===== config.mk =====
export PLATFORM = sky130hd
export DESIGN_NAME = bxl_outq
export DESIGN_NICKNAME = d
export VERILOG_FILES = /design/src/bxl_pkg.sv /design/src/bxl_outq.sv
export SDC_FILE = /design/constraint.sdc
export NUM_CORES = 1
export LEC_CHECK = 0
export BUFFER_PORTS_ARGS = -buffer_cell sky130_fd_sc_hd__buf_4
export CAP_MARGIN = 25
export CELL_PAD_IN_SITES_DETAIL_PLACEMENT = 1
export CELL_PAD_IN_SITES_GLOBAL_PLACEMENT = 2
export CORE_MARGIN = 5
export CORE_UTILIZATION = 29
export DETAILED_ROUTE_END_ITERATION = 7
export PLACE_DENSITY = 0.68
export SYNTH_ARGS = -nofsm -noshare
export SYNTH_HDL_FRONTEND = slang
export SYNTH_SLANG_ARGS = --single-unit

===== constraint.sdc =====
create_clock -name i_clk -period 3.5 [get_ports i_clk]
set_clock_uncertainty 0.15 [all_clocks]
set_input_delay 0.175 -clock i_clk [delete_from_list [all_inputs] [get_ports i_clk]]
set_output_delay 0.175 -clock i_clk [all_outputs]
set_load 0.02 [all_outputs]

===== src/bxl_pkg.sv =====
// ----------------------------------------------------------------------------
// Byte transliterator package
// Shared widths, operation and status codes, result and memory request types.
// ----------------------------------------------------------------------------
`default_nettype none

package bxl_pkg;

    localparam int unsigned BYTE_W         = 8;
    localparam int unsigned BYTE_VALUES    = 256;
    localparam int unsigned OP_W           = 3;
    localparam int unsigned ST_W           = 3;
    localparam int unsigned MEM_W          = 8;
    localparam int unsigned SOURCE_MAX_DEF = 256;
    localparam int unsigned TARGET_MAX_DEF = 256;

    typedef enum logic [OP_W-1:0] {
        OP_CLEAR,
        OP_ADD_SRC,
        OP_SRC_MARK,
        OP_ADD_TGT,
        OP_TGT_MARK,
        OP_FINISH,
        OP_TRANSLATE
    } t_op;

    typedef enum logic [ST_W-1:0] {
        ST_OK,
        ST_NO_START,
        ST_REVERSED,
        ST_DANGLING,
        ST_OVERFLOW
    } t_status;

    typedef struct packed {
        logic [BYTE_W-1:0] out_byte;
        t_status           status;
    } t_result;

    // One write port and one read address for a synchronous memory.
    typedef struct packed {
        logic             we;
        logic [MEM_W-1:0] waddr;
        logic [MEM_W-1:0] wdata;
        logic [MEM_W-1:0] raddr;
    } t_mem_req;

endpackage

`default_nettype wire


===== src/bxl_outq.sv =====
// ----------------------------------------------------------------------------
// Byte transliterator result queue
// Output register plus one holding slot, so a single stalled result does not hold the sequencer.
// ----------------------------------------------------------------------------
`default_nettype none

module bxl_outq import bxl_pkg::*; (
    input  logic    i_clk,
    input  logic    i_rst_n,
    input  logic    i_we,
    input  t_result i_res,
    output logic    o_free,
    output logic    o_valid,
    input  logic    i_ready,
    output t_result o_res
);

    t_result r_hold, n_hold;
    logic    r_hold_valid, n_hold_valid;
    t_result r_out, n_out;
    logic    r_out_valid, n_out_valid;
    logic    out_free;

    assign out_free = !r_out_valid || i_ready;
    assign o_free   = !r_hold_valid || out_free;
    assign o_valid  = r_out_valid;
    assign o_res    = r_out;

    always_comb begin
        n_hold       = r_hold;
        n_hold_valid = r_hold_valid;
        n_out        = r_out;
        n_out_valid  = r_out_valid && !i_ready;
        if (r_hold_valid && out_free) begin
            n_out        = r_hold;
            n_out_valid  = 1'b1;
            n_hold_valid = 1'b0;
        end
        if (i_we) begin
            if (!r_hold_valid && out_free) begin
                n_out       = i_res;
                n_out_valid = 1'b1;
            end else begin
                n_hold       = i_res;
                n_hold_valid = 1'b1;
            end
        end
    end

    always_ff @(posedge i_clk) begin
        if (!i_rst_n) begin
            r_hold_valid <= 1'b0;
            r_out_valid  <= 1'b0;
        end else begin
            r_hold_valid <= n_hold_valid;
            r_out_valid  <= n_out_valid;
        end
        r_hold <= n_hold;
        r_out  <= n_out;
    end

endmodule

`default_nettype wire


# After elaboration in Yosys (flattened, before gate mapping)
# Index checks and enable logic that the tools add are counted.
# op_classes
reduce_logical	9
bitwise	1
muxes	9
# op_table
operator	count
11-bit 2-to-1 mux	3
1-bit 2-to-1 mux	6
1-bit logical AND	3
1-bit logical NOT	3
1-bit logical OR	2
2-bit AND reduction	1
1-bit inverter	1
# word_totals
inputBits	15
out_inout_bits	13
ff_bits	24
elab_cells	25

# Depth between registers and ports, before layout
# depth
ltp_word	6
mapped_depth	5
depth_no_buf	3

# Least setup slack after synthesis
# Ideal clock, no wire load.
# synth_timing
path_kind	register -> register
startpoint	register r_out_valid, in the netlist o_valid
endpoint	register r_hold[0] in the netlist's numbering (enable)
arrival_ns	1.042
setup_time_ns	0.339
required_ns	3.011
n_path_buf	0
path_slack_ns	1.970
period_less_slack_ns	1.530
path_stages_with_launch	4
path_cell_list	dfxtp_1 > and2b_1 > o21ai_0 > inv_1
# synth_via
elab_chain_len	5
# synth_rtl
item	line	rtl
start, declared	bxl_outq.sv:21	logic r_out_valid, n_out_valid;
start signal, assigned	bxl_outq.sv:56	r_out_valid <= n_out_valid;
1-bit logical NOT	bxl_outq.sv:24	assign out_free = !r_out_valid || i_ready;
1-bit logical OR	bxl_outq.sv:24	
1-bit logical AND	bxl_outq.sv:40	if (!r_hold_valid && out_free) begin
1-bit inverter (no line)	-	
2-bit AND reduction (no line)	-	
end signal, assigned	bxl_outq.sv:58	r_hold <= n_hold;
end, declared	bxl_outq.sv:18	t_result r_hold, n_hold;
# No other way between the ends.
# A chain may end at the register's enable or synchronous reset.

# Worst setup path in the final report
# layout_timing
startpoint	register r_hold_valid
endpoint	register r_hold[7] in the netlist's numbering (enable)
# layout_via
elab_chain_len	4
# layout_rtl
item	line	rtl
start, declared	bxl_outq.sv:19	logic r_hold_valid, n_hold_valid;
start signal, assigned	bxl_outq.sv:55	r_hold_valid <= n_hold_valid;
1-bit logical NOT	bxl_outq.sv:40	
1-bit logical AND	bxl_outq.sv:40	
1-bit inverter (no line)	-	
2-bit AND reduction (no line)	-	
# No other way between the ends.

==> summary.txt <==
Status
  • Status: finished, final reports clean

Global route
  • Total congestion overflow: 0
  • Largest net degree at the start of global routing: 27
  • GR Util All Layers: 10.8%
  • Vias in the first global route: 792
  • Initial antenna violation count: 0
  • First-pass GRT wire length: 3.73 mm

Layout
  • Layout cells sized above 1: 27.3%
  • Fin nets: 137
  • Area grow syn2layout: 37.4%
  • # fillers: 384
  • Core Util, Final: 41.1%
  • Diode count: 0

Logic synthesis
  • Mapped Cells: 84
  • Mapped Area: 990 um^2
  • Dominant cell type by area after synthesis: edfxtp_1
  • FF+latch count, synth: 24
  • Synth area leaders: edfxtp_1 33%, dfxtp_1 26%, o22a_1 9.7%
  • Syn_nets: 99
  • Post-synthesis cell type count: 14
  • Syn avg cell area: 11.8 um^2
  • Ys Warns: 0
  • Sequential fraction of the synthesis area: 59.7%
  • Share of the synthesized area in the top cell type: 33.4%

Critical path
  • Crit Reg-Reg Startpoint: r_hold_valid
  • CP startpoint: r_hold_valid
  • Crit start category: flip-flop
  • Endpoint class of the critical path: flip-flop
  • Crit Path Class: flip-flop to flip-flop
  • Worst setup path endpoint: r_hold[7]
  • Crit path arrival time: 1770 ps
  • R2R Setup Slk: 1550 ps
  • Worst r2r path cells: 2
  • Crit path max fanout: 26
  • R2R Path End: r_hold[7]
  • Worst EP required: 3330 ps

Die
  • Core Area: 3310 um^2
  • Die Height: 68.4 um
  • Starting Density: 29.9%
  • Die area: 4680 um^2
  • Number of I/O pins: 28
  • Die width: 68.4 um
  • Num rows: 21

Detailed routing
  • Post-route ant nets: 0
  • Initial DRT Pass Iterations: 4
  • Vias: 754
  • DRC: 0
  • Total routed wirelength: 2.24 mm
  • Vias per inst: 4.51
  • Iter 0 DRT Violations: 25
  • Routed wire per std cell: 13.4 um

Placed design
  • Port bufs: 27
  • Placer congestion estimate: 0.678
  • Pre-CTS WS: 1520 ps
  • DP HPWL: 1.53 mm

Clocking
  • Latest clock arrival within the worst-skew pair: 300 ps
  • Clock Sink Count: 24
  • Clock Pin Slew Worst Setup and Hold Paths: 130 ps
  • Setup Buffers After CTS: 0
  • CTS tree: done
  • H-Tree Depth: 1
  • Root Buffer: clkbuf_4
  • Total CTS buffers: 3
  • Clk buf depth: 2

Timing
  • Max Freq: 0.514 GHz
  • Worst setup margin: 1550 ps
  • Min Tclk post-route: 1950 ps
  • RSZ-0062 raised after global routing: no
  • Period utilization: 55.6%
  • Hold Vio Cnt, Final: 0
  • Fin Hold WS: 293 ps
  • Worst slew pin tran: 792 ps
  • # setup viols final: 0
  • Slew Viols, Final: 0
  • TNS Setup: 0 ps
  • Rel. slew slack: 47.1%

Run
  • Max Cap Viol: 0

Min path
  • Min-Delay Path Depth: 4
  • Hold Path Class: input port to flip-flop

Power and ir drop
  • Worst vdd ir: 264 uV
  • Pwr per Cell Area: 436 nW/um^2
  • Leakage: 0.529 nW
==> critical path, cell delays in order, from the launching register on <==
cell and delay (ps):
dfxtp_1 850, o21ai_0 240, inv_1 360
==> placed cells by master (no fill, tap or decap), drive strengths merged <==
| cell | netlist | layout |
|---|---|---|
| edfxtp | 11 | 11 |
| buf | 6 | 27 |
| o31a | 1 | 1 |
| dfxtp | 13 | 13 |
| inv | 1 | 1 |
| clkbuf | 1 | 4 |
| a21boi | 12 | 12 |
| and2b | 1 | 1 |
| dlygate4sd3 | 0 | 13 |
| o21ai | 1 | 1 |
| o22a | 11 | 11 |
| a21oi | 11 | 11 |
| nand2 | 12 | 12 |
| nand2b | 3 | 3 |
==> power by group <==
part | switching, W | internal, W | total [W]
Combinational | 0.0000652 | 0.0000732 | 0.000138
Clock | 0.0000793 | 0.0000445 | 0.000124
Sequential | 0.0000129 | 0.000318 | 0.000331
==> metrics by stage <==
stage | instance area [um^2] | cells | power, W
2_1_floorplan | 990 | 84 | 0.000413
3_3_place_gp | 1200 | 150 | 0.000465
3_5_place_dp | 1200 | 150 | 0.000468
4_1_cts | 1360 | 167 | 0.000605
5_1_grt | 1360 | 167 | 0.000631
6_report | 1360 | 167 | 0.000593
==> cells in the mapped netlist <==
cell,number
dfxtp_1,13
o22a_1,11
and2b_1,1
buf_2,4
nand2_1,12
o21ai_0,1
inv_1,1
a21boi_0,12
nand2b_4,3
buf_6,2
a21oi_1,11
o31a_1,1
edfxtp_1,11
clkbuf_1,1
==> kinds of logic (layout without fill, tap and decap cells) <==
family	count (synthesis)	after routing	share of synthesized area, %
AO/OA/AOI/OAI	36	36	25.8
buffers and inverters	8	45	5.06
flip-flops	24	24	59.7
AND/OR/NAND/NOR	16	16	9.48
==> how the worst min path moves through the flow <==
stage / from / to / slack (ps)
after floorplan: i_res[0] / r_hold[0] / 120
after global placement: i_res[3] / r_hold[3] / 220
after CTS: i_ready / o_res[9] / 290
after global routing: i_ready / o_res[9] / 300
after detailed placement: i_res[8] / r_hold[8] / 220
final: i_ready / o_res[9] / 290
==> timing repair <==
item,CTS,global route
endpoints found under the setup margin,0,0
hold endpoints to repair,24,0
hold buffers,13,0
gates resized for setup,0,0
==> flip-flops by register name, indices dropped and copies added (netlist names) <==
name,flops
r_hold_valid,1
o_valid,1
o_res,11
r_hold,11
==> final cells by class <==
class                           count  area [um^2]  area share (%)
Sequential cell                    24          591            43.4
Multi-Input combinational cell     52          349            25.7
Timing Repair Buffer               40          333            24.5
Tap cell                           46         57.6            4.23
Clock buffer                        4         26.3            1.93
Inverter                            1         3.75           0.276
==> routing by layer <==
layer,wire length (um),global-route usage [%],up-vias
li1,-,-,379
met2,1090,18.0,16
met5,0,0,-
met1,1050,13.1,357
met3,77,2.96,2
met4,27,3.72,0
(Power assumes the default switching activity.)
