File: config.mk
export PLATFORM = sky130hd
export DESIGN_NAME = bxl_ram
export DESIGN_NICKNAME = d
export VERILOG_FILES = /design/src/bxl_pkg.sv /design/src/bxl_ram.sv
export SDC_FILE = /design/constraint.sdc
export NUM_CORES = 2
export LEC_CHECK = 0
export ABC_AREA = 0
export BUFFER_PORTS_ARGS = -buffer_cell sky130_fd_sc_hd__buf_2
export CAP_MARGIN = 20
export CORE_UTILIZATION = 25
export DETAILED_ROUTE_END_ITERATION = 10
export PLACE_DENSITY = 0.45
export SLEW_MARGIN = 20
export SYNTH_ARGS = -nofsm -noshare
export SYNTH_HDL_FRONTEND = slang
export SYNTH_SLANG_ARGS = --single-unit
File: constraint.sdc
create_clock -name i_clk -period 3.54 [get_ports i_clk]
set_clock_uncertainty 0.1 [all_clocks]
set_input_delay 0.177 -clock i_clk [delete_from_list [all_inputs] [get_ports i_clk]]
set_output_delay 0.177 -clock i_clk [all_outputs]
set_load 0.03 [all_outputs]
File: src/bxl_pkg.sv
// ----------------------------------------------------------------------------
// Byte transliterator package
// Shared widths, operation and status codes, result and memory request types.
// ----------------------------------------------------------------------------
`default_nettype none

package bxl_pkg;

    localparam int unsigned BYTE_W         = 8;
    localparam int unsigned BYTE_VALUES    = 256;
    localparam int unsigned OP_W           = 3;
    localparam int unsigned ST_W           = 3;
    localparam int unsigned MEM_W          = 8;
    localparam int unsigned SOURCE_MAX_DEF = 256;
    localparam int unsigned TARGET_MAX_DEF = 256;

    typedef enum logic [OP_W-1:0] {
        OP_CLEAR,
        OP_ADD_SRC,
        OP_SRC_MARK,
        OP_ADD_TGT,
        OP_TGT_MARK,
        OP_FINISH,
        OP_TRANSLATE
    } t_op;

    typedef enum logic [ST_W-1:0] {
        ST_OK,
        ST_NO_START,
        ST_REVERSED,
        ST_DANGLING,
        ST_OVERFLOW
    } t_status;

    typedef struct packed {
        logic [BYTE_W-1:0] out_byte;
        t_status           status;
    } t_result;

    // One write port and one read address for a synchronous memory.
    typedef struct packed {
        logic             we;
        logic [MEM_W-1:0] waddr;
        logic [MEM_W-1:0] wdata;
        logic [MEM_W-1:0] raddr;
    } t_mem_req;

endpackage

`default_nettype wire

File: src/bxl_ram.sv
// ----------------------------------------------------------------------------
// Byte transliterator memory
// Single write port, single read port, read data registered.
// ----------------------------------------------------------------------------
`default_nettype none

module bxl_ram import bxl_pkg::*; #(
    parameter int unsigned DATA_W = BYTE_W,
    parameter int unsigned DEPTH  = BYTE_VALUES,
    localparam int unsigned ADDR_W = (DEPTH > 1) ? $clog2(DEPTH) : 1
) (
    input  logic              i_clk,
    input  t_mem_req          i_req,
    output logic [DATA_W-1:0] o_rdata
);

    logic [DATA_W-1:0] r_mem [DEPTH];
    logic [DATA_W-1:0] r_rdata;

    always_ff @(posedge i_clk) begin
        if (i_req.we) begin
            r_mem[i_req.waddr[ADDR_W-1:0]] <= i_req.wdata[DATA_W-1:0];
        end
        r_rdata <= r_mem[i_req.raddr[ADDR_W-1:0]];
    end

    assign o_rdata = r_rdata;

endmodule

`default_nettype wire

After elaboration in Yosys (flattened, before gate mapping)
Memory sizes are Yosys's and may differ from the RTL's. A register that Yosys moved wholly into a read port is not among the register bits.
Cells that the tools add are included.

storage, ports and cells
  flip-flop bits (word level) = 0
  memory bits (writable) = 2048
  input port bits = 26
  logic and storage cells = 3
  memories kept = 1

cells by class
  muxes and demuxes = 2

memories
  name   words  bits a word  read ports  clocked after memory_dff  wr ports  line           text
  r_mem  256    8            1           1                         1         bxl_ram.sv:17  logic [DATA_W-1:0] r_mem [DEPTH];

operators with widths
  operator          number
  1-bit 2-to-1 mux  2

Longest topological paths before layout
  depth in word-level cells = 2
  gate-level depth with buffers = 11
  gate-level depth less buffers = 6

Least setup slack after synthesis
Ideal clock, no wire load.

  path type = input port to flip-flop
  start = in i_req[0] (netlist name)
  end = reg r_rdata[2], in the netlist o_rdata[2] (read register of r_mem)
  setup time = 0.131 ns
  data arrival time = 1.984 ns
  data required time = 3.309 ns
  slack = 1.325 ns
  cell stages on the path = 9
  buffers on the path = 4
  cell sequence = buf_6 > buf_12 > buf_8 > buf_2 > mux4_2 > a22oi_1 > a21oi_1 > nor4_1 > nor4_2

RTL lines
  element             line           text
  start: declaration  bxl_ram.sv:13  input t_mem_req i_req,
  end: declaration    bxl_ram.sv:18  logic [DATA_W-1:0] r_rdata;

==> impl_summary.txt <==
----------------------------------------------------
[Clock network]
  Clock latency at the later pin of the worst-skew pair ... 0.86 ns
  Gates resized, CTS repair ... 0
  Clock slew seen by the registers of the worst setup and hold paths ... 0.06 ns
  Maximum buffer depth of the clock tree ... 3
  Clock tree from TritonCTS ... built
  H-tree levels ... 4
  Buffer count from post-CTS setup fixing ... 0
  Root buffer cell ... sky130_fd_sc_hd__clkbuf_16
  Clock buffers created by TritonCTS ... 215
  Num Clock Sinks ... 2056

[Timing]
  Relative slew margins ... 0.185
  Final max-slew violation count ... 0
  Final Worst Setup Slack ... 0.508 ns
  Highest attainable clock frequency ... 330 MHz
  Unrepaired setup endpoints after global routing ... false
  Final Cycle Share ... 0.857
  Fin. Hold Viols ... 0
  Final critical path time including I/O delays and setup ... 3.03 ns
  Setup-violating endpoint count in the final report ... 0
  Slew of the pin with the lowest slew margin ... 1.21 ns

[Route]
  Routed wirelength normalized by instance count ... 26.4 microns
  Vias per inst ... 4.61
  Total Wirelength ... 225000 microns
  Number of DRC violations after detailed-routing iteration 0 ... 3645
  Detailed-routing iteration count for the pre-antenna-repair pass ... 6
  Antenna-violating nets left ... 0
  Total DRC errors in the routed layout ... 0
  Vias after detailed routing ... 39.4k

[Power]
  Leakage power of the design ... 29.3 nW
  Maximum ir drop on the vdd rail ... 0.000499 V
  Part of the power in the clock network ... 0.428
  Sw Ratio ... 0.218
  Pwr dens ... 548 nW/um^2
  P_sw ... 11.3 mW
  Combinational share of power ... 0.052
  Proportion of power drawn by flip-flops and latches ... 0.520
  Internal Dissipation ... 40.5 mW

[Final layout]
  Nets@finish ... 4232
  Non-filler cells, final ... 8542
  Share of final-layout standard cells stronger than drive strength 1 ... 0.286
  Area of all placed cells without fillers ... 94500 sq um
  Area Growth Syn to Fin ... 18.8%

[Floorplan]
  Chip Height ... 566 microns
  Floorplan row count ... 206
  Die outline area ... 320000 sq um
  Starting utilization of the core area ... 0.252
  Ports ... 34
  Die boundary width ... 566 microns
  Core Area ... 316000 sq um

[Place]
  Last weighted congestion value of the routability-driven placer ... 0.779
  Count of input and output buffers ... 33
  DP HPWL ... 144000 microns
  Post-placement cell count ... 8135
  Placed standard-cell area ... 87500 sq um
  Worst-case setup slack after placement ... -0.311 ns

[GRT]
  Pin count of the biggest net entering global routing ... 115
  GRT Resource Usage Total ... 0.138
  Global-route wire length before repair ... 317000 microns
  Met2 track demand over resource ... 0.229
  Antenna violations before repair ... 19
  Busiest grt layer ... met2
  Met3 Track Usage GR ... 0.0214
  Met1 usage ... 0.191
  Remaining global-route overflow ... 0
  Vias in the first global route ... 40.3k

[Synth]
  Part of the Yosys area used for sequential elements ... 0.775
  Netlist cell types ... 55
  Most frequent cell after synthesis ... sky130_fd_sc_hd__edfxtp_1
  Cell type with the largest total area after synthesis ... sky130_fd_sc_hd__edfxtp_1
  Number of enable flip-flop cells after synthesis ... 2048
  Mapped Cells ... 3733
  Synthesized area ... 79600 sq um
  Main flop type after synthesis ... sky130_fd_sc_hd__edfxtp_1
  Post-synth ARST share ... 0
  Flops & latches, synth ... 2056
  Ranking of synthesized cells by area ... sky130_fd_sc_hd__edfxtp_1 77%, sky130_fd_sc_hd__mux4_2 13%, sky130_fd_sc_hd__mux2i_1 1.7%
  Top cell type's share of synthesized area ... 0.773
  Cell types with the highest counts after synthesis ... 2048 x sky130_fd_sc_hd__edfxtp_1, 454 x sky130_fd_sc_hd__mux4_2, 282 x sky130_fd_sc_hd__nor2_1
  Per-instance average area after synthesis ... 21.3 sq um
  Number of nets produced by synthesis ... 3759
  Warnings, synthesis ... 0

[Worst setup path]
  Required time reported for the critical path endpoint ... 4.13 ns
  Worst Path Max Fanout ... 23
  Cells traversed along the worst timing path ... buf_8 -> buf_12 -> buf_12 -> buf_4 -> mux4_2 -> o211ai_1 -> nand3_1 -> nor4_1 -> buf_4 -> nor4_1
  Slowest stage cell, crit path ... sky130_fd_sc_hd__nor4_1
  Crit path max-delay family ... buffers and inverters
  CP max stage delay ... 1.06 ns
  Worst setup EP type ... flip-flop
  Data arrival time at the worst-slack endpoint ... 3.62 ns
  Bufs and invs on worst path ... 5
  WS Path Type ... in2reg
  Critical path startpoint category ... input port

[Status]
  Status ... completed

[Flow run]
  Max Cap Violations ... 0

[Worst hold path]
  Path type of the worst min-delay path ... in2reg

----------------------------------------------------
[area by class of cell]
class / instances / area [sq um]
clock inverters: 126 / 1200
inverters: 2 / 7.51
multi-input cells: 1442 / 16500
diodes: 4 / 10.0
repair buffers: 489 / 4240
flip-flops and latches: 2056 / 61700
clock buffers: 263 / 5650
fillers: 30500 / 221000
well taps: 4160 / 5200
[power groups by stage]
| stage | Combinational (mW) | Clock (mW) | Sequential, mW |
|---|---|---|---|
| after floorplan | 1.30 | 0 | 27.4 |
| after global placement | 2.74 | 0 | 27.4 |
| after detailed placement | 2.76 | 0 | 27.4 |
| after CTS | 2.78 | 22.7 | 26.9 |
| after global routing | 2.87 | 23.6 | 26.9 |
| final | 2.71 | 22.1 | 26.9 |
[path summary, 6_finish.rpt]
| path | end | slack (ns) | cells past startpoint | start |
|---|---|---|---|---|
| max | o_rdata[4]$_DFF_P_ | 0.51 | 10 | i_req[0] |
| min | r_mem[233][6]$_DFFE_PP_ | 0.1 | 4 | i_req[22] |
| max reg2reg | o_rdata[3]$_DFF_P_ | 0.57 | 7 | r_mem[83][3]$_DFFE_PP_ |
| min reg2reg | o_rdata[5]$_DFF_P_ | 0.93 | 7 | r_mem[32][5]$_DFFE_PP_ |
[sequential cells by signal (all words and copies together), names as in the netlist]
name and flops:
o_rdata 8, r_mem 2048
[per-stage QoR]
| step | util | hold WS (ns) | setup TNS (ns) | power (mW) |
|---|---|---|---|---|
| finish | 0.299 | 0.0967 | 0 | 51.8 |
| global route | 0.299 | 0.0742 | 0 | 53.3 |
| CTS | 0.299 | 0.0157 | 0 | 52.4 |
| detailed placement | 0.277 | 0.523 | -0.880 | 30.2 |
| global placement | 0.277 | 0.513 | -1.58 | 30.2 |
| floorplan | - | 0.176 | 0 | 28.7 |
[layer usage]
layer / vias up / wire, microns / share of wire
met1: 21400 / 99400 / 0.44
met5: - / 15 / 0.000067
li1: 16600 / - / -
met4: 2 / 4360 / 0.019
met3: 266 / 11100 / 0.049
met2: 1094 / 110000 / 0.49
[layout by cell type, fill, tap and decap left out, types with 13 or more instances in the layout]
| cell type | netlist | final |
|---|---|---|
| sky130_fd_sc_hd__clkinv_1 | 1 | 53 |
| sky130_fd_sc_hd__a22oi_1 | 133 | 133 |
| sky130_fd_sc_hd__nand3_1 | 34 | 27 |
| sky130_fd_sc_hd__dlygate4sd3_1 | 0 | 14 |
| sky130_fd_sc_hd__clkbuf_16 | 0 | 219 |
| sky130_fd_sc_hd__mux4_2 | 454 | 454 |
| sky130_fd_sc_hd__mux2i_1 | 134 | 134 |
| sky130_fd_sc_hd__buf_4 | 27 | 403 |
| sky130_fd_sc_hd__a221oi_1 | 13 | 13 |
| sky130_fd_sc_hd__o221ai_1 | 46 | 46 |
| sky130_fd_sc_hd__a211oi_1 | 16 | 16 |
| sky130_fd_sc_hd__nor4_1 | 24 | 21 |
| sky130_fd_sc_hd__clkbuf_1 | 111 | 44 |
| sky130_fd_sc_hd__bufinv_16 | 0 | 19 |
| sky130_fd_sc_hd__nor2b_1 | 31 | 28 |
| sky130_fd_sc_hd__o22ai_1 | 28 | 28 |
| sky130_fd_sc_hd__nor3_1 | 22 | 22 |
| sky130_fd_sc_hd__buf_2 | 31 | 21 |
| sky130_fd_sc_hd__edfxtp_1 | 2048 | 2048 |
| sky130_fd_sc_hd__buf_12 | 8 | 41 |
| sky130_fd_sc_hd__nand2_1 | 33 | 33 |
| sky130_fd_sc_hd__nor2_1 | 282 | 279 |
| sky130_fd_sc_hd__clkinv_2 | 0 | 36 |
| sky130_fd_sc_hd__a21oi_1 | 96 | 96 |
[worst register-to-register path, cell delays in order (launching register included)]
cell and delay (ns):
sky130_fd_sc_hd__edfxtp_1 0.36, sky130_fd_sc_hd__mux4_2 0.47, sky130_fd_sc_hd__a22o_1 0.25, sky130_fd_sc_hd__a221oi_1 0.23, sky130_fd_sc_hd__buf_4 0.20, sky130_fd_sc_hd__o32ai_1 0.10
sky130_fd_sc_hd__nor3_1 0.92, sky130_fd_sc_hd__nor4_1 0.18
[cell families after synthesis]
| kind of cell | after synthesis | share of synthesized area |
|---|---|---|
| buffers and inverters | 235 | 0.0183 |
| AO/OA/AOI/OAI | 385 | 0.0342 |
| flip-flops | 2056 | 0.775 |
| AND/OR/NAND/NOR | 466 | 0.0263 |
| multiplexers | 591 | 0.146 |
[repair_timing]
action | CTS | global route
hold buffers | 14 | 0
endpoints found under the setup margin | 0 | 0
hold endpoints to repair | 1033 | 0
(Power assumes the default switching activity.)
